File: config.mk
export PLATFORM = sky130hd
export DESIGN_NAME = bac_exp2
export DESIGN_NICKNAME = d
export VERILOG_FILES = /design/src/rtl/bac_pkg.sv /design/src/rtl/bac_exp2.sv
export SDC_FILE = /design/constraint.sdc
export NUM_CORES = 2
export LEC_CHECK = 0
export BUFFER_PORTS_ARGS = -buffer_cell sky130_fd_sc_hd__buf_2
export CAP_MARGIN = 15
export CORE_MARGIN = 8
export CORE_UTILIZATION = 45
export CTS_CLUSTER_SIZE = 28
export DETAILED_ROUTE_END_ITERATION = 6
export HOLD_SLACK_MARGIN = 0.1
export MAX_ROUTING_LAYER = met4
export PLACE_DENSITY = 0.62
export SETUP_SLACK_MARGIN = 0.05
export SYNTH_ARGS = -nofsm -noshare
export SYNTH_HDL_FRONTEND = slang
export SYNTH_SLANG_ARGS = --single-unit
File: constraint.sdc
create_clock -name i_clk -period 10.66 [get_ports i_clk]
set_input_delay 1.599 -clock i_clk [delete_from_list [all_inputs] [get_ports i_clk]]
set_output_delay 1.599 -clock i_clk [all_outputs]
set_load 0.03 [all_outputs]
File: src/rtl/bac_pkg.sv
// shared constants, types and the root table for the barometric altitude calibrator
// no dependencies; compiled first

package bac_pkg;

    localparam int FRAC_BITS = 24;
    localparam int NUM_W     = 44;

    typedef logic [30:0] t_root_tab [0:FRAC_BITS];

    typedef enum logic [1:0] {
        CAL_NONE         = 2'd0,
        CAL_APPLIED      = 2'd1,
        CAL_NO_SAMPLE    = 2'd2,
        CAL_OUT_OF_RANGE = 2'd3
    } t_cal_status;

    localparam logic [31:0] HPA_Q8       = 32'd25600;
    localparam logic [31:0] HEIGHT_SCALE = 32'd443300;
    localparam logic [24:0] P_LOW_Q8     = 25'd7680000;
    localparam logic [24:0] P_HIGH_Q8    = 25'd30720000;
    localparam logic [41:0] IMPL_LOW     = 42'd943718400;
    localparam logic [41:0] IMPL_HIGH    = 42'd1153433600;
    localparam logic [30:0] SEA_RESET    = 31'd1062469632;

    localparam logic signed [31:0] LOG_ZERO   = 32'shC000_0000;
    localparam logic signed [31:0] TWENTY_Q24 = 32'sd335544320;
    localparam logic signed [31:0] Y_MIN      = -32'sd536870912;
    localparam logic signed [31:0] Y_ALT_MAX  = 32'sd134217728;
    localparam logic signed [31:0] Y_CAL_MAX  = 32'sd671088640;

    localparam logic signed [43:0] MUL_ALT  = 44'sd1903;
    localparam logic signed [43:0] MUL_CAL  = 44'sd5255;
    localparam logic signed [39:0] MUL_STEP = 40'sd131;
    localparam logic [13:0]        DIV_ALT  = 14'd10000;
    localparam logic [13:0]        DIV_CAL  = 14'd1000;
    localparam logic signed [6:0]  OFF_ALT  = 7'sd0;
    localparam logic signed [6:0]  OFF_CAL  = -7'sd30;

    function automatic logic [63:0] isqrt64(input logic [63:0] v_in);
        logic [63:0] v;
        logic [63:0] r;
        logic [63:0] b;
        v = v_in;
        r = '0;
        b = 64'h4000_0000_0000_0000;
        for (int i = 0; i < 32; i++) begin
            if (v >= r + b) begin
                v = v - (r + b);
                r = (r >> 1) + b;
            end else begin
                r = r >> 1;
            end
            b = b >> 2;
        end
        return r;
    endfunction

    // q1.30 factors 2^(2^-k); entry 0 is unity
    function automatic t_root_tab build_roots();
        t_root_tab   t;
        logic [63:0] prev;
        t[0] = 31'h4000_0000;
        prev = isqrt64(64'd1 << 61);
        t[1] = prev[30:0];
        for (int k = 2; k <= FRAC_BITS; k++) begin
            prev = isqrt64(prev << 30);
            t[k] = prev[30:0];
        end
        return t;
    endfunction

    localparam t_root_tab ROOT_TAB = build_roots();

endpackage

File: src/rtl/bac_exp2.sv
// serial 2^y: one fraction bit per cycle scales the accumulator by a root table entry
// depends on bac_pkg

module bac_exp2 import bac_pkg::*; (
    input  logic               i_clk,
    input  logic               i_rst_n,
    input  logic               i_start,
    input  logic signed [31:0] i_y,
    input  logic signed [6:0]  i_off,
    output logic               o_done,
    output logic [41:0]        o_val
);

    typedef enum logic [1:0] {E_IDLE, E_RUN, E_SHIFT} t_state;

    t_state               r_state;
    logic                 r_done;
    logic [41:0]          r_val;
    logic [30:0]          r_acc;
    logic [FRAC_BITS-1:0] r_f;
    logic [4:0]           r_k;
    logic signed [7:0]    r_s;
    logic [61:0]          prod;
    logic [7:0]           neg_s;

    assign prod  = 62'(r_acc) * 62'(ROOT_TAB[r_k]);
    assign neg_s = 8'(-r_s);

    always_ff @(posedge i_clk) begin
        if (!i_rst_n) begin
            r_state <= E_IDLE;
            r_done  <= 1'b0;
        end else begin
            r_done <= (r_state == E_SHIFT);
            unique case (r_state)
                E_IDLE: begin
                    if (i_start) begin
                        r_acc   <= ROOT_TAB[0];
                        r_f     <= i_y[FRAC_BITS-1:0];
                        r_k     <= 5'd1;
                        r_s     <= $signed(i_y[31:24]) + $signed({i_off[6], i_off});
                        r_state <= E_RUN;
                    end
                end
                E_RUN: begin
                    if (r_f[FRAC_BITS-1]) begin
                        r_acc <= prod[60:30];
                    end
                    r_f <= r_f << 1;
                    r_k <= r_k + 5'd1;
                    if (r_k == 5'(FRAC_BITS)) begin
                        r_state <= E_SHIFT;
                    end
                end
                E_SHIFT: begin
                    if (!r_s[7]) begin
                        r_val <= {11'b0, r_acc} << r_s[3:0];
                    end else begin
                        r_val <= {11'b0, r_acc} >> neg_s[5:0];
                    end
                    r_state <= E_IDLE;
                end
                default: r_state <= E_IDLE;
            endcase
        end
    end

    assign o_done = r_done;
    assign o_val  = r_val;

endmodule

==> results.cfg <==
[critical_path]
critPathRequiredTime_ps = 10890
critPathCaptureType = flip-flop
rr_endpoint = r_acc[24]$_SDFFCE_PN0P_
path_class = flip-flop to flip-flop
r2r_slack_ps = 780
timing.critical_path.slowest_cell_delay_ps = 560
crit_top_cell = fa_1
startpoint = r_k[1]$_SDFFCE_PN0P_
critical_path_arrival_ps = 10110
timing.critical_path.to = r_acc[24]$_SDFFCE_PN0P_
r2r-start = r_k[1]$_SDFFCE_PN0P_
crit_slowest_cell = fa_1
reg2reg_depth = 33
start_kind = flip-flop
cp_max_fo = 19

[die]
num_rows = 107
core_area_mm2 = 0.0847
die_h_um = 308
die_w_um = 308
die_area_mm2 = 0.0946
pin_count = 85
initial_core_util_pct = 45.2

[synthesis]
yosys-top-cells-area = fa_1 42%, ha_1 9.7%, edfxtp_1 8.6%
ys_ff_latch = 112
syn_nets = 5367
netlist_top_cells_count = 806 x fa_1, 780 x inv_1, 612 x nand2_1
avgSynthCellArea_um2 = 9.06
yosysTopAreaCellShare_pct = 42.2
syn_area_mm2 = 0.0383
synth_cell_types = 79
yosysMostFrequentCell = fa_1
synthCells = 4222
ys_warn_count = 0
synth_edf_count = 109
synth_top_cell_by_area = fa_1
async_flop_share_pct = 0
yosysSeqAreaShare_pct = 8.71
ys.flop_type = edfxtp_1

[clock_tree]
cts_setup_buffers = 0
clock-sinks = 112
path_clk_slew_ps = 100
cts_inserted_buffers = 9
hold_buffers = 0
h-tree-depth = 3
cts_tree = yes
cts_resized = 0
root_buffer = clkbuf_16
insertion_delay_ps = 430
clock_path_buffers = 2

[timing]
fin_worst_skew_ps = 20.4
setup_viol = 0
rsz0062_at_grt = false
fin_crit_sh_pct = 92.7
slew_viol_final = 0
max_freq_ghz = 0.101
tightest_slew_ps = 1110
layout_min_cycle_time_ps = 9880
hold_viol = 0
max-slew-margin-rel_pct = 25.9
setup_tns_ps = 0

[cells_and_area]
area_growth_pct = 6.15
nNetsFinal = 5325
layout-drive-gt1-share_pct = 7.60
fill_cells = 8177
antenna_cells = 0

[placed_design]
io_buffer_count = 84
gp_congestion = 0.946
hpwl_mm = 88.9

[outcome]
outcome = complete, no violations

[detailed_routing]
first_iter_violations = 2197
firstDrtPassIters = 6
postRouteWirelength_mm = 112
num_vias = 29000
ant_nets = 0
wire_per_inst_um = 20.9
remaining_drc_errors = 0
via_per_inst = 5.44

[global_route]
grt.overflow.total = 0
track_usage_pct = 24.8
grt_pass1_wl_mm = 177
antenna_found_initial = 6
grt_pass1_vias = 30700
grt_max_degree = 59

[flow_run]
maxCapViolCount = 0

[hold_path]
min_path_type = flip-flop to flip-flop
[final cells by class]
type | instances | area (µm²) | area share [%]
inverters | 783 | 2940 | 7.24
multi-input cells | 3062 | 31200 | 76.8
flip-flops and latches | 112 | 3330 | 8.21
clock buffers | 10 | 229 | 0.564
repair buffers | 212 | 1430 | 3.51
well taps | 1144 | 1430 | 3.52
clock inverters | 6 | 62.6 | 0.154
[worst max-delay path: cells and delay by family, from the launching register on]
family	cells	cell delay [ps]
AO/OA/AOI/OAI	9	2000
adder cells (fa/ha/maj)	10	4750
flip-flops	1	380
AND/OR/NAND/NOR	5	1380
buffers and inverters	8	810
multiplexers	1	330
[worst min-delay path by stage]
stage                           start                 to  slack, ps  depth (start not counted)
floorplan            r_f[9]$_DFFE_PP_  r_f[10]$_DFFE_PP_        480                          2
global route        r_f[20]$_DFFE_PP_  r_f[21]$_DFFE_PP_        540                          2
global placement    r_f[18]$_DFFE_PP_  r_f[19]$_DFFE_PP_        490                          2
CTS                 r_f[20]$_DFFE_PP_  r_f[21]$_DFFE_PP_        510                          2
finish              r_f[20]$_DFFE_PP_  r_f[21]$_DFFE_PP_        500                          2
detailed placement  r_f[22]$_DFFE_PP_  r_f[23]$_DFFE_PP_        500                          2
[kinds of logic after synthesis]
logic type | after synthesis | share of synthesized area, %
adder cells (fa/ha/maj) | 1103 | 51.9
flip-flops | 112 | 8.71
AND/OR/NAND/NOR | 1421 | 18.3
XOR/XNOR | 45 | 1.03
AO/OA/AOI/OAI | 411 | 6.83
buffers and inverters | 1048 | 10.3
multiplexers | 82 | 2.91
[state kept, by name (all words and copies together) (netlist names)]
register and flops:
o_val 42, r_state 2, r_s 7, r_k 5
r_f 24, r_acc 31, o_done 1
[per-layer routing]
layer,GRT usage [%],routed length (µm),vias up
li1,-,-,12900
met1,31.9,46000,15000
met2,40.8,54900,899
met3,2.74,6400,188
met4,8.90,4350,0
met5,-,0,-
[layout by cell type (no fill, tap or decap), drive strengths merged, types with 17 or more instances in the layout]
cell / n
a211oi: 17
nor2: 139
nor3: 27
and2: 491
nor2b: 20
a21oi: 150
xnor2: 36
a21o: 31
and3: 46
fa: 806
ha: 297
o22ai: 19
o21ai: 80
nand3: 29
mux2i: 45
buf: 212
mux4: 22
inv: 783
nand4: 19
nand2: 612
edfxtp: 109
o211ai: 18
[per-stage QoR]
step           utilization [%]  cells  setup WS, ps  cell area [µm²]  hold WS, ps
4_1_cts                   47.9   5328           828            40600          510
3_5_place_dp              47.6   5312           923            40300          497
3_3_place_gp              47.6   5312           924            40300          486
2_1_floorplan                -   4222          1480            38300          484
6_report                  47.9   5329           778            40600          504
5_1_grt                   47.9   5329           292            40600          544
Power is left out: the tool's default activity adds up to more than one toggle a clock period on the data nets, which glitch-free logic cannot reach.
