===== config.mk =====
export PLATFORM = sky130hd
export DESIGN_NAME = bac_log2
export DESIGN_NICKNAME = d
export VERILOG_FILES = /design/src/rtl/bac_pkg.sv /design/src/rtl/bac_log2.sv
export SDC_FILE = /design/constraint.sdc
export NUM_CORES = 2
export LEC_CHECK = 0
export ABC_AREA = 1
export BUFFER_PORTS_ARGS = -buffer_cell sky130_fd_sc_hd__buf_2
export CORE_MARGIN = 5
export CORE_UTILIZATION = 46
export DETAILED_ROUTE_END_ITERATION = 10
export HOLD_SLACK_MARGIN = 0.08
export PLACE_DENSITY_LB_ADDON = 0.1
export SETUP_SLACK_MARGIN = 0.2
export SLEW_MARGIN = 30
export SYNTH_ARGS = -nofsm -noshare
export SYNTH_HDL_FRONTEND = slang
export SYNTH_SLANG_ARGS = --single-unit

===== constraint.sdc =====
create_clock -name i_clk -period 15.9 [get_ports i_clk]
set_input_delay 3.18 -clock i_clk [delete_from_list [all_inputs] [get_ports i_clk]]
set_output_delay 3.18 -clock i_clk [all_outputs]
set_load 0.05 [all_outputs]

===== src/rtl/bac_pkg.sv =====
// shared constants, types and the root table for the barometric altitude calibrator
// no dependencies; compiled first

package bac_pkg;

    localparam int FRAC_BITS = 24;
    localparam int NUM_W     = 44;

    typedef logic [30:0] t_root_tab [0:FRAC_BITS];

    typedef enum logic [1:0] {
        CAL_NONE         = 2'd0,
        CAL_APPLIED      = 2'd1,
        CAL_NO_SAMPLE    = 2'd2,
        CAL_OUT_OF_RANGE = 2'd3
    } t_cal_status;

    localparam logic [31:0] HPA_Q8       = 32'd25600;
    localparam logic [31:0] HEIGHT_SCALE = 32'd443300;
    localparam logic [24:0] P_LOW_Q8     = 25'd7680000;
    localparam logic [24:0] P_HIGH_Q8    = 25'd30720000;
    localparam logic [41:0] IMPL_LOW     = 42'd943718400;
    localparam logic [41:0] IMPL_HIGH    = 42'd1153433600;
    localparam logic [30:0] SEA_RESET    = 31'd1062469632;

    localparam logic signed [31:0] LOG_ZERO   = 32'shC000_0000;
    localparam logic signed [31:0] TWENTY_Q24 = 32'sd335544320;
    localparam logic signed [31:0] Y_MIN      = -32'sd536870912;
    localparam logic signed [31:0] Y_ALT_MAX  = 32'sd134217728;
    localparam logic signed [31:0] Y_CAL_MAX  = 32'sd671088640;

    localparam logic signed [43:0] MUL_ALT  = 44'sd1903;
    localparam logic signed [43:0] MUL_CAL  = 44'sd5255;
    localparam logic signed [39:0] MUL_STEP = 40'sd131;
    localparam logic [13:0]        DIV_ALT  = 14'd10000;
    localparam logic [13:0]        DIV_CAL  = 14'd1000;
    localparam logic signed [6:0]  OFF_ALT  = 7'sd0;
    localparam logic signed [6:0]  OFF_CAL  = -7'sd30;

    function automatic logic [63:0] isqrt64(input logic [63:0] v_in);
        logic [63:0] v;
        logic [63:0] r;
        logic [63:0] b;
        v = v_in;
        r = '0;
        b = 64'h4000_0000_0000_0000;
        for (int i = 0; i < 32; i++) begin
            if (v >= r + b) begin
                v = v - (r + b);
                r = (r >> 1) + b;
            end else begin
                r = r >> 1;
            end
            b = b >> 2;
        end
        return r;
    endfunction

    // q1.30 factors 2^(2^-k); entry 0 is unity
    function automatic t_root_tab build_roots();
        t_root_tab   t;
        logic [63:0] prev;
        t[0] = 31'h4000_0000;
        prev = isqrt64(64'd1 << 61);
        t[1] = prev[30:0];
        for (int k = 2; k <= FRAC_BITS; k++) begin
            prev = isqrt64(prev << 30);
            t[k] = prev[30:0];
        end
        return t;
    endfunction

    localparam t_root_tab ROOT_TAB = build_roots();

endpackage


===== src/rtl/bac_log2.sv =====
// serial log2 in signed q.24: one-bit normalising shift, then one squaring per cycle
// depends on bac_pkg

module bac_log2 import bac_pkg::*; (
    input  logic               i_clk,
    input  logic               i_rst_n,
    input  logic               i_start,
    input  logic [31:0]        i_x,
    output logic               o_done,
    output logic signed [31:0] o_log
);

    typedef enum logic [1:0] {L_IDLE, L_NORM, L_SQ} t_state;

    t_state                r_state;
    logic                  r_done;
    logic signed [31:0]    r_log;
    logic [31:0]           r_w;
    logic [4:0]            r_n;
    logic [4:0]            r_cnt;
    logic [30:0]           r_m;
    logic [FRAC_BITS-1:0]  r_frac;
    logic [61:0]           sq;
    logic [31:0]           sq_t;

    assign sq   = 62'(r_m) * 62'(r_m);
    assign sq_t = sq[61:30];

    always_ff @(posedge i_clk) begin
        if (!i_rst_n) begin
            r_state <= L_IDLE;
            r_done  <= 1'b0;
        end else begin
            r_done <= (r_state == L_IDLE && i_start && i_x == '0) ||
                      (r_state == L_SQ && r_cnt == 5'(FRAC_BITS - 1));
            unique case (r_state)
                L_IDLE: begin
                    if (i_start) begin
                        if (i_x == '0) begin
                            r_log <= LOG_ZERO;
                        end else begin
                            r_w     <= i_x;
                            r_n     <= 5'd31;
                            r_state <= L_NORM;
                        end
                    end
                end
                L_NORM: begin
                    if (r_w[31]) begin
                        r_m     <= r_w[31:1];
                        r_cnt   <= '0;
                        r_frac  <= '0;
                        r_state <= L_SQ;
                    end else begin
                        r_w <= r_w << 1;
                        r_n <= r_n - 5'd1;
                    end
                end
                L_SQ: begin
                    r_m    <= sq_t[31] ? sq_t[31:1] : sq_t[30:0];
                    r_frac <= {r_frac[FRAC_BITS-2:0], sq_t[31]};
                    r_cnt  <= r_cnt + 5'd1;
                    if (r_cnt == 5'(FRAC_BITS - 1)) begin
                        r_log   <= {3'b000, r_n, r_frac[FRAC_BITS-2:0], sq_t[31]};
                        r_state <= L_IDLE;
                    end
                end
                default: r_state <= L_IDLE;
            endcase
        end
    end

    assign o_done = r_done;
    assign o_log  = r_log;

endmodule


==> impl_metrics.csv <==
group,metric,value,unit
finish,nFillCells,7613,
clock_network,cts-root-buf,"clkbuf_16",
finish,fin_cells,5276,
worst_setup_path,crit_top_cell,"fa_1",
worst_setup_path,worstPathCellList,"buf_4 -> nand2_1 -> fa_1 -> inv_1 -> fa_1 -> inv_1 -> fa_1 -> inv_1 -> fa_1 -> fa_1 -> fa_1 -> fa_1 -> ha_1 -> ha_1 -> nand2_2 -> nor2_4 -> nand2_1 -> nor4_1 -> nand3_1 -> nand3_1 -> nand2_1 -> nand3_1 -> nand3_2",
sta,hold_viol,0,
drt,wl_per_cell,17.4,um
sta,fmax,127,MHz
die,design.die.area,82000,sq um
finish,multiInputGateArea,25400,sq um
clock_network,htreeDepth,4,
yosys,postSynthAreaPerCell,8.20,sq um
worst_setup_path,slowest_stage,"nor4_1",
finish,final_cell_mix,"inv_1, nand2_1, fa_1",
sta,finalCriticalPeriod,7.89,ns
sta,rsz0062_at_grt,"no",
worst_setup_path,crit_type,"reg2reg",
yosys,synth-seq-cells,129,
yosys,synth_edf_count,126,
yosys,synthFlopType,"edfxtp_1",
outcome,status,"complete, no violations",
worst_setup_path,end_kind,"flip-flop",
placement,post-dp-hpwl,72900,um
drt,highest_layer,"met4",
clock_network,cts.path.max_buffers,2,
grt,first_global_vias,27200,
flow_run,drv_cap,0,
placement,gp_congestion,0.939,
grt,gr-total-overflow,0,
drt,drt_first_pass_iters,5,
grt,grt_first_pass_wirelength,149000,um
die,die_x,286,um
worst_setup_path,cp-start-kind,"flip-flop",
sta,worst_pin_slew,0.845,ns
yosys,syn_inst,4285,
yosys,syn-cell-area,35100,sq um
min_path,worstHoldPathType,"reg2reg",
grt,antenna_found_initial,0,
worst_setup_path,cp.arrival,8.07,ns
drt,wl_met1,40400,um
finish,synthToLayoutAreaGrowth,5.43,%
finish,n_antenna_cell,0,
sta,tns,0,ns
worst_setup_path,critPathMaxFanout,31,
clock_network,hold_buffers,0,
worst_setup_path,reg2reg_slack,8.01,ns
die,coreArea,75800,sq um
drt,drc,0,
drt,first_iter_violations,1481,
clock_network,clk_latency,0.43,ns
clock_network,cts_sinks,129,
sta,fin_crit_sh,49.6,%
placement,post-place-cells,5244,
die,die_h,286,um
placement,port-buffer-count,66,
sta,slew_headroom,43.7,%
sta,finalMaxSlewViolations,0,
die,std_cell_rows,101,
sta,fin_worst_skew,0.0108,ns
yosys,yosysSeqAreaShare,10.9,%
drt,routed_wl,92000,um
yosys,synthArstFlopShare,0,%
finish,seqCellArea,3840,sq um
yosys,yosys_warnings,0,
drt,final_antenna_net_count,0,
grt,grt_max_degree,66,
sta,setup_viol,0,
grt,grtUsageTotal,23.4,%
worst_setup_path,max_stage_delay,0.67,ns
drt,vias,25200,
finish,layout_commonest_cell,"inv_1",
drt,wl_met2,45200,um
clock_network,numCtsBuffers,17,
finish,nets,5337,
drt,dr_wl_met3,4010,um
clock_network,clk_pin_slew,0.07,ns
yosys,synthDistinctLibCells,42,
worst_setup_path,worst_ep_required_time,16.08,ns
clock_network,cts_tree,"built",
drt,vias_per_cell,4.78,
clock_network,cts.repair.resized,0,
die,ios,68,
finish,post-route-util,48.8,%
die,initial_core_util,46.3,%
yosys,syn_nets,5337,
clock_network,post_cts_buffers,0,
finish,drive_gt1_share,5.51,%
-- worst max-delay path, delay by kind of cell (launching register included) --
| kind | cells | cell delay (ns) |
|---|---|---|
| fa+ha+maj | 9 | 4.32 |
| buf+inv | 4 | 0.74 |
| flops | 1 | 0.32 |
| simple gates | 10 | 2.22 |
-- worst paths after layout --
| path | from | to | cells after the start |
|---|---|---|---|
| hold / removal | r_w[0] | r_w[1] | 2 |
| setup reg to reg | r_m[18] | r_m[26] | 23 |
| setup / recovery | r_m[18] | r_m[26] | 23 |
| hold reg to reg | r_w[0] | r_w[1] | 2 |
-- cells in the mapped netlist (all sizes together), types with 3 or more instances --
cell type / number / share of area [%]
nand4: 20 / 0.36
nand2: 1085 / 12
a21oi: 52 / 0.75
dfxtp: 3 / 0.17
xnor2: 12 / 0.30
buf: 27 / 0.56
ha: 270 / 9.6
fa: 747 / 43
nand3b: 4 / 0.085
nor2: 153 / 1.8
nand3: 157 / 2.9
edfxtp: 126 / 11
o21bai: 7 / 0.15
nor3: 13 / 0.23
clkbuf: 95 / 1.0
o21ai: 41 / 0.58
and2: 6 / 0.11
and3: 5 / 0.089
xor2: 22 / 0.55
inv: 1421 / 15
or2: 4 / 0.071
nor4: 7 / 0.14
-- metrics by stage --
step | cell area, sq um | hold slack [ns] | worst slack, ns
after CTS | 37000 | 0.514 | 8.18
after detailed placement | 36500 | 0.499 | 8.20
after global placement | 36400 | 0.494 | 8.21
after global routing | 37000 | 0.534 | 7.82
after floorplan | 35100 | 0.487 | 8.96
final | 37000 | 0.513 | 8.01
-- layer usage --
metal / vias to the layer above / GRT usage (%)
met4: 0 / 5.71
li1: 12100 / -
met2: 536 / 40.3
met5: - / 0
met3: 116 / 2.30
met1: 12400 / 32.0
-- layout make-up --
| class | instances | share of cell area (%) |
|---|---|---|
| multi-input cells | 2611 | 68.7 |
| flip-flops and latches | 129 | 10.4 |
| clock inverters | 15 | 0.389 |
| well taps | 978 | 3.30 |
| clock buffers | 17 | 1.15 |
| repair buffers | 103 | 1.70 |
| inverters | 1423 | 14.4 |
-- sequential cells by signal, indices dropped and copies added, names as in the netlist --
register	cells
r_cnt	5
r_frac	23
r_state	2
r_m	31
o_log	30
r_w	32
r_n	5
o_done	1
-- logic make-up after synthesis --
family / after synthesis / synth area share (%)
buf+inv: 1545 / 16.8
simple gates: 1454 / 17.6
fa+ha+maj: 1017 / 52.2
flops: 129 / 10.9
compound gates: 105 / 1.60
xor+xnor: 34 / 0.848
other cells: 1 / 0.0107
Power is left out: the tool's default activity adds up to more than one toggle a clock period on the data nets, which glitch-free logic cannot reach.
