[config.mk]
export PLATFORM = sky130hd
export DESIGN_NAME = bac_cdiv
export DESIGN_NICKNAME = d
export VERILOG_FILES = /design/src/rtl/bac_pkg.sv /design/src/rtl/bac_cdiv.sv
export SDC_FILE = /design/constraint.sdc
export NUM_CORES = 1
export LEC_CHECK = 0
export BUFFER_PORTS_ARGS = -buffer_cell sky130_fd_sc_hd__buf_2
export CAP_MARGIN = 10
export CORE_UTILIZATION = 37
export CTS_BUF_LIST = sky130_fd_sc_hd__clkbuf_8
export DETAILED_ROUTE_END_ITERATION = 10
export PLACE_DENSITY_LB_ADDON = 0.3
export SLEW_MARGIN = 10
export SYNTH_ARGS = -nofsm -noshare
export SYNTH_HDL_FRONTEND = slang
export SYNTH_SLANG_ARGS = --single-unit
[constraint.sdc]
create_clock -name i_clk -period 5.3 [get_ports i_clk]
set_input_delay 0.265 -clock i_clk [delete_from_list [all_inputs] [get_ports i_clk]]
set_output_delay 0.265 -clock i_clk [all_outputs]
set_load 0.02 [all_outputs]
[src/rtl/bac_pkg.sv]
// shared constants, types and the root table for the barometric altitude calibrator
// no dependencies; compiled first

package bac_pkg;

    localparam int FRAC_BITS = 24;
    localparam int NUM_W     = 44;

    typedef logic [30:0] t_root_tab [0:FRAC_BITS];

    typedef enum logic [1:0] {
        CAL_NONE         = 2'd0,
        CAL_APPLIED      = 2'd1,
        CAL_NO_SAMPLE    = 2'd2,
        CAL_OUT_OF_RANGE = 2'd3
    } t_cal_status;

    localparam logic [31:0] HPA_Q8       = 32'd25600;
    localparam logic [31:0] HEIGHT_SCALE = 32'd443300;
    localparam logic [24:0] P_LOW_Q8     = 25'd7680000;
    localparam logic [24:0] P_HIGH_Q8    = 25'd30720000;
    localparam logic [41:0] IMPL_LOW     = 42'd943718400;
    localparam logic [41:0] IMPL_HIGH    = 42'd1153433600;
    localparam logic [30:0] SEA_RESET    = 31'd1062469632;

    localparam logic signed [31:0] LOG_ZERO   = 32'shC000_0000;
    localparam logic signed [31:0] TWENTY_Q24 = 32'sd335544320;
    localparam logic signed [31:0] Y_MIN      = -32'sd536870912;
    localparam logic signed [31:0] Y_ALT_MAX  = 32'sd134217728;
    localparam logic signed [31:0] Y_CAL_MAX  = 32'sd671088640;

    localparam logic signed [43:0] MUL_ALT  = 44'sd1903;
    localparam logic signed [43:0] MUL_CAL  = 44'sd5255;
    localparam logic signed [39:0] MUL_STEP = 40'sd131;
    localparam logic [13:0]        DIV_ALT  = 14'd10000;
    localparam logic [13:0]        DIV_CAL  = 14'd1000;
    localparam logic signed [6:0]  OFF_ALT  = 7'sd0;
    localparam logic signed [6:0]  OFF_CAL  = -7'sd30;

    function automatic logic [63:0] isqrt64(input logic [63:0] v_in);
        logic [63:0] v;
        logic [63:0] r;
        logic [63:0] b;
        v = v_in;
        r = '0;
        b = 64'h4000_0000_0000_0000;
        for (int i = 0; i < 32; i++) begin
            if (v >= r + b) begin
                v = v - (r + b);
                r = (r >> 1) + b;
            end else begin
                r = r >> 1;
            end
            b = b >> 2;
        end
        return r;
    endfunction

    // q1.30 factors 2^(2^-k); entry 0 is unity
    function automatic t_root_tab build_roots();
        t_root_tab   t;
        logic [63:0] prev;
        t[0] = 31'h4000_0000;
        prev = isqrt64(64'd1 << 61);
        t[1] = prev[30:0];
        for (int k = 2; k <= FRAC_BITS; k++) begin
            prev = isqrt64(prev << 30);
            t[k] = prev[30:0];
        end
        return t;
    endfunction

    localparam t_root_tab ROOT_TAB = build_roots();

endpackage

[src/rtl/bac_cdiv.sv]
// bit-serial restoring divide of a signed value by a small constant, truncating toward zero
// depends on bac_pkg

module bac_cdiv import bac_pkg::*; (
    input  logic                   i_clk,
    input  logic                   i_rst_n,
    input  logic                   i_start,
    input  logic signed [NUM_W-1:0] i_num,
    input  logic [13:0]            i_den,
    output logic                   o_done,
    output logic signed [NUM_W-1:0] o_quo
);

    typedef enum logic [1:0] {D_IDLE, D_RUN, D_FIN} t_state;

    t_state            r_state;
    logic              r_done;
    logic [NUM_W-1:0]  r_quo;
    logic [NUM_W-1:0]  r_q;
    logic [13:0]       r_r;
    logic [13:0]       r_den;
    logic              r_neg;
    logic [5:0]        r_cnt;
    logic [14:0]       trial;
    logic              ge;
    logic [14:0]       diff;

    assign trial = {r_r, r_q[NUM_W-1]};
    assign ge    = trial >= {1'b0, r_den};
    assign diff  = trial - {1'b0, r_den};

    always_ff @(posedge i_clk) begin
        if (!i_rst_n) begin
            r_state <= D_IDLE;
            r_done  <= 1'b0;
        end else begin
            r_done <= (r_state == D_FIN);
            unique case (r_state)
                D_IDLE: begin
                    if (i_start) begin
                        r_neg   <= i_num[NUM_W-1];
                        r_q     <= i_num[NUM_W-1] ? NUM_W'(-i_num) : NUM_W'(i_num);
                        r_r     <= '0;
                        r_den   <= i_den;
                        r_cnt   <= '0;
                        r_state <= D_RUN;
                    end
                end
                D_RUN: begin
                    r_r   <= ge ? diff[13:0] : trial[13:0];
                    r_q   <= {r_q[NUM_W-2:0], ge};
                    r_cnt <= r_cnt + 6'd1;
                    if (r_cnt == 6'(NUM_W - 1)) begin
                        r_state <= D_FIN;
                    end
                end
                D_FIN: begin
                    r_quo   <= r_neg ? -r_q : r_q;
                    r_state <= D_IDLE;
                end
                default: r_state <= D_IDLE;
            endcase
        end
    end

    assign o_done = r_done;
    assign o_quo  = $signed(r_quo);

endmodule

==> results.md, run 1 <==
* Status: complete, no violations
* Pre-CTS setup slack at 2110 ps
* Nets at 864
* Worst r2r path cells at 6
* Worst-case vdd ir drop at 0.1640 mV
* Fmax at 312.3 MHz
* Mapped Area at 7223 um2
* Antenna violations before repair at 1
* FF-to-FF End: o_quo[42]
* Syn avg cell area at 10.69 um2
* Crit path DAT at 3410 ps
* Worst min path class: in -> reg
* Sequential share of the synthesized area at 0.5197
* Kind of end point of the critical path: flop
* Sw frac at 0.2658
* Slew Viols, Final at 0
* CTS tree: yes
* Syn. warnings at 0
* CP max FO at 5
* IO buf count at 105
* Initial DRC Count at 411
* Pin count of the biggest net entering global routing at 83
* Placer Congestion at 0.8117
* Total track usage at 0.1724
* Worst-path clk slew at 80 ps
* RSZ-0062 raised after global routing: no
* Cell count after synthesis at 676
* Global-route wire length before repair at 26730 um
* EDFF count, synth at 123
* Final Setup Violations at 0
* Most frequent cells in the layout: edfxtp_1 (123), buf_2 (105), o21ai_0 (82)
* Req. time, crit path at 5500 ps
* Clock power share at 0.378
* Worst-Skew Late Latency at 450 ps
* Vias at 5414
* Starting Density at 0.3823
* Top FF cell, synth: edfxtp_1
* Pwr dens at 289.9 nW/um2
* Flop pwr share at 0.485
* Core Region at 18890 um2
* Area grow syn2layout at 19.00%
* FF+latch count, synth at 126
* Clock root cell: clkbuf_8
* Reg2Reg Setup Slack at 2100 ps
* Crit path kind: reg -> reg
* Vias per cell at 5.117
* Die X at 141.7 um
* CP startpoint kind: flop
* GR Overflow Total at 0
* Row cnt at 50
* Minimum clock period at 3202 ps
* Slew Limit Headroom at 0.2407
* Leak Pwr at 0.003071 uW
* Die Span Y at 141.7 um
* TNS Setup at 0 ps
* Worst hold slack at 110.1 ps
* Reg2reg start: r_q[15]
* Fin worst setup slack at 2098 ps
* Drt total wl at 16560 um
* CTS Buf Count at 17
* Setup Skew at 15.34 ps
* Post-route ant nets at 0
* Half-perimeter wire length after placement at 11370 um
* Worst Hold End: o_done
* H-tree Lvls at 4
* Hold Vio Cnt, Final at 0
* Number of global-route vias before repair at 5137
* DRT Pass-1 Iters at 5
* Die ar. at 20080 um2
* DRC errors left at 0
* Filler cell count at 1860
* Share of layout cells above drive strength 1 at 0.2045
* Unique masters post-synth at 49
* FFs w/ async S/R, synth at 0
* Num ports at 106
* Final period utilization at 0.6042
* Combinational Power Share at 0.137
* Hold Crit Depth at 2
* Routed length per placed instance at 15.66 um
* Hold Startpoint: i_rst_n
* Switch Pwr at 662.2 uW
* TritonCTS Sinks at 126
* Cell Int Power at 1829 uW
* Leading cell type in the layout, fill and taps excluded: edfxtp_1
* Measured slew at the worst slew-check pin at 1132 ps
* MaxCap Viol Count at 0
* Syn_nets at 756
* Clock buffer depth at 2
==> worst max path at each step <==
| stage | startpoint | end | slack (ps) | depth (start not counted) |
|---|---|---|---|---|
| 6_report | r_q[15] | o_quo[42] | 2100 | 6 |
| 5_1_grt | r_q[11] | o_quo[43] | 2000 | 6 |
| 4_1_cts | r_q[11] | o_quo[43] | 2090 | 6 |
| 3_5_place_dp | r_q[15] | o_quo[42] | 2110 | 6 |
| 3_3_place_gp | r_q[11] | o_quo[37] | 2140 | 6 |
| 2_1_floorplan | r_state[1] | r_cnt[0] | 1620 | 2 |
==> timing repair <==
item	in CTS	in global routing
hold buffers	14	0
setup endpoints to repair	0	0
buffers inserted	0	0
endpoints found under the hold margin	14	0
resized for setup	0	0
==> registers in the layout, summed over array words and instances, names as in the netlist <==
| signal | count |
|---|---|
| o_quo | 44 |
| r_q | 44 |
| r_den | 14 |
| r_r | 14 |
| r_cnt | 6 |
| r_state | 2 |
| o_done | 1 |
| r_neg | 1 |
==> cell usage after synthesis (all sizes together) (6+ instances only) <==
cell type  number  area, um2
nor2           24      90.09
edfxtp        123       3694
ha             18      225.2
or3            17      106.4
nand2          71      266.5
xnor2          49      429.2
o31ai          29      222.7
or4            18      168.9
a211oi          7      52.55
o21ai          84      420.4
nand2b          9      56.30
nor3           19      95.09
a21oi          26      130.1
clkbuf         34      127.6
nand3          16      80.08
xor2           45      394.1
o41ai          13      128.9
a21o            6      45.04
inv            20      75.07
==> through the flow <==
step | std cells | total power (uW) | utilization | area (um2)
4_1_cts | 1057 | 2520 | 0.4548 | 8593
5_1_grt | 1057 | 2616 | 0.4548 | 8593
2_1_floorplan | 676 | 1456 | - | 7223
3_3_place_gp | 1011 | 1561 | 0.4240 | 8011
6_report | 1058 | 2491 | 0.4550 | 8596
3_5_place_dp | 1011 | 1565 | 0.4240 | 8011
==> kinds of logic (layout without fill, tap and decap cells) <==
| logic type | after synthesis | after routing | synth area share |
|---|---|---|---|
| simple gates | 198 | 198 | 0.1429 |
| compound gates | 182 | 182 | 0.1581 |
| xor+xnor | 94 | 94 | 0.1140 |
| other cells | 0 | 1 | 0 |
| fa+ha+maj | 19 | 19 | 0.03395 |
| buf+inv | 55 | 176 | 0.02858 |
| flops | 126 | 126 | 0.5197 |
| mux | 2 | 2 | 0.002772 |
==> worst max-delay path, cell delays in order, from the launching register on <==
cell      delay [ps]
edfxtp_1         450
or4_4            560
or4_4            450
or4_4            580
or4_4            550
o31ai_1          260
xnor2_1          100
==> power by group through the flow <==
stage	Combinational (uW)	Clock (uW)	Sequential, uW
6_report	342	942	1210
5_1_grt	386	1020	1220
3_3_place_gp	332	0	1230
2_1_floorplan	237	0	1220
3_5_place_dp	334	0	1230
4_1_cts	345	967	1210
==> layout make-up <==
| cell class | instances | area (um2) | area share |
|---|---|---|---|
| well taps | 260 | 325.3 | 0.03785 |
| multi-input cells | 495 | 3294 | 0.3833 |
| clock buffers | 17 | 234.0 | 0.02722 |
| diodes | 1 | 2.502 | 0.0002911 |
| clock inverters | 15 | 207.7 | 0.02416 |
| repair buffers | 124 | 703.2 | 0.08180 |
| flip-flops and latches | 126 | 3754 | 0.4367 |
| inverters | 20 | 75.07 | 0.008734 |
==> layer usage <==
metal | global-route usage | part of all wire
met1 | 0.2243 | 0.47
met2 | 0.2836 | 0.48
met3 | 0.03847 | 0.033
met4 | 0.05716 | 0.012
met5 | 0 | 0
Power figures use the tool's default switching activity.
==> run 2, diff against run 1 <==
--- a/config.mk
+++ b/config.mk
@@ -5,6 +5,7 @@
 export SDC_FILE = /design/constraint.sdc
 export NUM_CORES = 1
 export LEC_CHECK = 0
+export ABC_AREA = 1
 export BUFFER_PORTS_ARGS = -buffer_cell sky130_fd_sc_hd__buf_2
 export CAP_MARGIN = 10
 export CORE_UTILIZATION = 37
==> constraint.sdc (replaced) <==
create_clock -name i_clk -period 2.8 [get_ports i_clk]
set_input_delay 0.14 -clock i_clk [delete_from_list [all_inputs] [get_ports i_clk]]
set_output_delay 0.14 -clock i_clk [all_outputs]
set_load 0.02 [all_outputs]
==> run 2 against run 1 <==
Fmax rose by 50%. Clock power up 53%. Largest cell class is now multi-input gates. Via count is 32% higher. Combinational power grew to 2.5 times the previous value. Synthesized cell count up 55%. Critical endpoint is now r_r[10]. Die area up 14%. Largest power group unchanged. Final cell count grew 38%. Non-clock buffer count up 2.
==> results.md, run 2 <==
* Status: complete, no violations
* Mux contribution to synthesized area at 0
* Most frequent cells in the layout: nand2_1 (278), nor2_1 (143), inv_1 (133)
* Most frequent cell after synthesis: nand2_1
* Placed inst area at 9117 um2
* Worst-path cell chain: inv_1 -> ha_1 -> inv_1 -> fa_1 -> nand3_1 -> nand2_1 -> nand2_1 -> nand2_1 -> nand2_1 -> nand3_1 -> a21oi_2 -> nor2_1
* Cell count after synthesis at 1051
* Worst hold slack at 94.22 ps
* FF+latch count, synth at 126
* Crit path DAT at 2320 ps
* XOR/XNOR Fraction of Synth Area at 0.06037
* Antenna cells at 0
* TritonCTS Sinks at 126
* Filler cell count at 2252
* Hold Vio Cnt, Final at 0
* Pin count of the biggest net entering global routing at 68
* CP max FO at 4
* Clock buffer depth at 2
* Antenna violations before repair at 0
* Synth Area in Compound Gates at 0.06642
* GR Overflow Total at 0
* Slew Limit Headroom at 0.5794
* Clock root cell: clkbuf_8
* Syn. warnings at 0
* Minimum clock period at 2136 ps
* Post-CTS Resized at 0
* Nets at 1253
* Mapped Area at 8269 um2
* Worst min path class: in -> reg
* WP depth at 12
* Total track usage at 0.1982
* Most frequent cells after synthesis: nand2_1 (278), nor2_1 (144), inv_1 (130), edfxtp_1 (123), nand3_1 (95)
* IO buf count at 105
* Measured slew at the worst slew-check pin at 630.9 ps
* Register area at 3754 um2
* Vias per cell at 4.872
* Largest family of logic cells by synthesized area: simple AND/OR/NAND/NOR gates
* Worst-Skew Late Latency at 440 ps
* Fmax at 468.1 MHz
* Worst-case vdd ir drop at 0.2815 mV
* Hold Crit Depth at 4
* Row cnt at 54
* Slew Viols, Final at 0
* Worst r2r path cells at 12
* Synth Area in Simple Gates at 0.3135
* Num ports at 106
* Crit path kind: reg -> reg
* Unique masters post-synth at 41
* Core Region at 21890 um2
* Syn avg cell area at 7.868 um2
* Pwr dens at 478.2 nW/um2
* DRT Pass-1 Iters at 5
* Critical-path top delay cell: edfxtp_1
* CTS Buf Count at 17
* Die X at 151.5 um
* TNS Setup at 0 ps
* Kind of end point of the critical path: flop
* Leak Pwr at 0.004269 uW
* Post-route ant nets at 0
* Vias at 7138
* MaxCap Viol Count at 0
* Top FF cell, synth: edfxtp_1
* Die ar. at 22950 um2
* Final Setup Violations at 0
* Cell family with most CP delay: simple AND/OR/NAND/NOR gates
* Req. time, crit path at 2980 ps
* Share of layout cells above drive strength 1 at 0.1519
* FFs w/ async S/R, synth at 0
* Sequential share of the synthesized area at 0.4539
* Multi-input logic area at 3916 um2
* Worst-path clk slew at 70 ps
* Placer Congestion at 0.8890
* CTS tree: yes
* DRC errors left at 0
* Share of the synthesized area in the top cell type at 0.4467
* Layout Cells excl Fill at 1465
* Number of global-route vias before repair at 6488
* Setup Skew at 11.87 ps
* Drt total wl at 21550 um
* CP most frequent cell: nand2_1
* Area grow syn2layout at 16.13%
* Half-perimeter wire length after placement at 16670 um
* Worst stage delay on the critical path at 410 ps
* Global-route wire length before repair at 34240 um
* Routed length per placed instance at 14.71 um
* Starting Density at 0.3777
* Placed instance count at 1420
* Top cells by area, synth: edfxtp_1 (45%), nand2_1 (13%), nor2_1 (6.5%)
* Syn_nets at 1131
* Final period utilization at 0.7630
* CP startpoint kind: flop
* Die Span Y at 151.5 um
* EDFF count, synth at 123
* Buffers & Inverters on Critical Path at 2
* Adder-cell share of the synthesized area at 0.02966
* H-tree Lvls at 4
* Largest area contributor in the netlist: edfxtp_1
* Initial DRC Count at 599
* Leading cell type in the layout, fill and taps excluded: nand2_1
* Final instance area at 9603 um2
* RSZ-0062 raised after global routing: no
[run 2: cell count changes after synthesis, moves of 13 or more]
cell / change
nand2_1: +207
o21ai_0: -38
nor2_2: +13
or3_1: -17
nand3_1: +79
nor2_1: +120
xnor2_1: -40
clkbuf_1: -28
nand4_1: +26
o21ai_1: +14
o31ai_1: -26
inv_1: +110
[run 2: cell families after synthesis]
group / after synthesis
adder cells (fa/ha/maj): 19
AO/OA/AOI/OAI: 97
XOR/XNOR: 57
AND/OR/NAND/NOR: 596
buffers and inverters: 156
flip-flops: 126
[run 2: layer usage]
layer / part of all wire / GRT usage
met1: 0.52 / 0.3071
met2: 0.41 / 0.2790
met3: 0.056 / 0.03084
met4: 0.014 / 0.05941
met5: 0 / 0
[run 2: area by class of cell]
type / instances / area share
multi-input combinational: 769 / 0.4078
clock inverter: 14 / 0.01160
clock buffer: 17 / 0.02436
inverter: 133 / 0.05277
sequential: 126 / 0.3909
timing repair buffer: 126 / 0.07609
tap: 280 / 0.03648
[run 2: path summary, 6_finish.rpt]
kind,start,end,slack [ps]
setup / recovery,r_q[43],r_r[10],660
hold / removal,i_num[38],r_q[38],90
setup reg to reg,r_q[43],r_r[10],660
hold reg to reg,r_q[0],o_quo[0],460
[run 2: through the flow]
| step | util | setup WS (ps) | total power, uW |
|---|---|---|---|
| floorplan | - | 214.6 | 2906 |
| global placement | 0.4165 | 714.1 | 3162 |
| detailed placement | 0.4165 | 678.4 | 3171 |
| CTS | 0.4387 | 657.6 | 4617 |
| global route | 0.4387 | 492.8 | 4824 |
| finish | 0.4387 | 663.7 | 4593 |
[run 2: report_power, final]
part	switching [uW]	leakage (uW)	internal (uW)
combinational	564	0.00291	295
clock	685	0.000192	754
sequential	86.8	0.00117	2210
total	1340	0.00427	3260
[run 2: repair_timing]
item / 4_1_cts / 5_1_grt
hold buffers: 14 / 0
endpoints found under the setup margin: 0 / 0
hold endpoints to repair: 14 / 0
buffers inserted: 0 / 0
[run 2: worst register-to-register path, delay by kind of cell (launching register included)]
kind                     cells  cell delay (ps)
buffers and inverters        2              170
flip-flops                   1              410
AO/OA/AOI/OAI                1              140
adder cells (fa/ha/maj)      2              540
AND/OR/NAND/NOR              7              650
==> run 3, diff against run 2 <==
==> constraint.sdc (replaced) <==
create_clock -name i_clk -period 2.1 [get_ports i_clk]
set_input_delay 0.105 -clock i_clk [delete_from_list [all_inputs] [get_ports i_clk]]
set_output_delay 0.105 -clock i_clk [all_outputs]
set_load 0.02 [all_outputs]
==> run 3 against run 2 <==
Fmax rose by 5.8%. Global-route usage rose by 0.17 points. Highest routed layer is now met5. Setup slack got worse by 580 ps. Clock skew fell by 2.1 ps. Largest power group unchanged.
==> results.md, run 3 (same netlist as run 2, synthesis figures left out) <==
* Leak Pwr at 0.004372 uW
* CP startpoint kind: flop
* Vias per cell at 4.982
* Crit path DAT at 2220 ps
* IO buf count at 105
* GR Util met3 at 0.03563
* MaxCap Viol Count at 0
* Antenna cells at 0
* Worst-path clk slew at 70 ps
* Initial DRC Count at 577
* Nets at 1270
* Design Power at 6408 uW
* Pin count of the biggest net entering global routing at 67
* Reg2Reg Setup Slack at 80 ps
* Antenna violations before repair at 2
* TritonCTS Sinks at 126
* Placer Congestion at 0.8963
* Worst-case vdd ir drop at 0.3184 mV
* Hold Vio Cnt, Final at 0
* Clock root cell: clkbuf_8
* Pre-CTS setup slack at -4.215 ps
* Share of layout cells above drive strength 1 at 0.1854
* Worst r2r path cells at 11
* Vias at 7388
* WP depth at 11
* Measured slew at the worst slew-check pin at 540.0 ps
* Slew Viols, Final at 0
* Filler cell count at 2244
* Clock buffer depth at 2
* Setup Skew at 9.733 ps
* CTS tree: yes
* CP max FO at 4
* Final period utilization at 0.9616
* Critical-path top delay cell: edfxtp_1
* Fmax at 495.2 MHz
* Reg2reg start: r_q[43]
* Met2 usage at 0.2861
* Num ports at 106
* Status: complete, no violations
* CP most frequent cell: nand2_1
* Final core utilization at 0.4548
* Crit. Startpoint: r_q[43]
* Worst stage delay on the critical path at 400 ps
* Kind of end point of the critical path: flop
* Worst min path class: in -> reg
* Worst-Skew Late Latency at 450 ps
* Fin worst setup slack at 80.67 ps
* End point of the critical path: r_r[8]
* DRT Pass-1 Iters at 5
* Worst hold slack at 20.84 ps
* Global-route wire length before repair at 34800 um
* Row cnt at 54
* Die Span Y at 151.5 um
* Cell family with most CP delay: adder cells
* Final Setup Violations at 0
* Slew Limit Headroom at 0.6362
* GR met1 Demand/Resource at 0.3045
* Routed length per placed instance at 14.98 um
* Drt total wl at 22210 um
* Buffers & Inverters on Critical Path at 2
* Req. time, crit path at 2300 ps
* RSZ-0062 raised after global routing: yes
* Post-route ant nets at 0
* Core Region at 21890 um2
* Half-perimeter wire length after placement at 16760 um
* Global routing's busiest layer: met1
* Total track usage at 0.1999
* Most frequent cells in the layout: nand2_1 (273), nor2_1 (141), inv_1 (129)
* DRC errors left at 0
* Worst-path cell chain: inv_2 -> ha_1 -> inv_1 -> fa_2 -> nand3_1 -> nand2_2 -> a21oi_2 -> xor2_1 -> nand2_1 -> nand2_1 -> nor2_1
* Minimum clock period at 2019 ps
* Number of global-route vias before repair at 6669
* Leading cell type in the layout, fill and taps excluded: nand2_1
* Area grow syn2layout at 20.40%
* Starting Density at 0.3777
* GR Overflow Total at 0
* Die ar. at 22950 um2
* CTS Buf Count at 17
* Pwr dens at 643.7 nW/um2
* H-tree Lvls at 4
* Crit path kind: reg -> reg
* Die X at 151.5 um
* FF-to-FF End: r_r[8]
run 3: changes by cell type in the layout (fill, tap and decap cells not counted), moves of 5 or more:
cell / previous run / this run
nand2_2: 10 / 15
buf_4: 6 / 19
ha_4: 0 / 7
ha_1: 18 / 11
nand2_1: 278 / 273
run 3: repair_timing:
action / 4_1_cts / 5_1_grt
cloned: 0 / 2
endpoints found under the hold margin: 14 / 0
gates resized for setup: 2 / 25
endpoints found under the setup margin: 2 / 15
pin swaps: 0 / 6
setup buffers: 0 / 3
hold buffers: 14 / 0
run 3: per-stage QoR:
stage                     area (um2)  std cells  setup TNS [ps]
after detailed placement        9244       1432          -4.215
after global routing            9956       1483          -89.84
final                           9956       1483               0
after global placement          9244       1432               0
after floorplan                 8310       1051           -2431
after CTS                       9776       1478               0
run 3: metal layers:
layer	vias to the layer above	wire, um	share of wire
met4	2	431	0.019
met1	3373	11170	0.50
met3	37	1463	0.066
met2	231	9141	0.41
li1	3745	-	-
met5	-	8	0.00036
run 3: power breakdown:
| part | switching [uW] | internal (uW) |
|---|---|---|
| combinational | 787 | 455 |
| sequential | 112 | 2940 |
| clock | 965 | 1140 |
run 3: area by class of cell:
cell class / count / area (um2) / share of cell area
Multi-Input combinational cell: 771 / 4081 / 0.4100
Sequential cell: 126 / 3757 / 0.3774
Timing Repair Buffer: 141 / 868.3 / 0.08722
Inverter: 133 / 509.2 / 0.05115
Tap cell: 280 / 350.3 / 0.03519
Clock buffer: 17 / 234.0 / 0.02350
Clock inverter: 15 / 155.1 / 0.01558
run 3: worst min path at each step:
| stage | startpoint | end | slack [ps] | cells after the start |
|---|---|---|---|---|
| final | i_rst_n | o_done | 20 | 3 |
| after global routing | i_num[38] | r_q[38] | 50 | 4 |
| after CTS | i_rst_n | o_done | 4 | 3 |
| after detailed placement | i_den[8] | r_den[8] | 280 | 1 |
| after global placement | i_den[5] | r_den[5] | 280 | 1 |
| after floorplan | i_den[0] | r_den[0] | 200 | 0 |
run 3: worst register-to-register path: cells and delay by family (launching register included):
family | cells | cell delay [ps]
AOI/OAI and AO/OA | 1 | 170
xor gates and xnor gates | 1 | 180
adders and majority gates | 2 | 510
buffers and inverters | 2 | 150
DFF | 1 | 400
and+or+nand+nor | 5 | 370
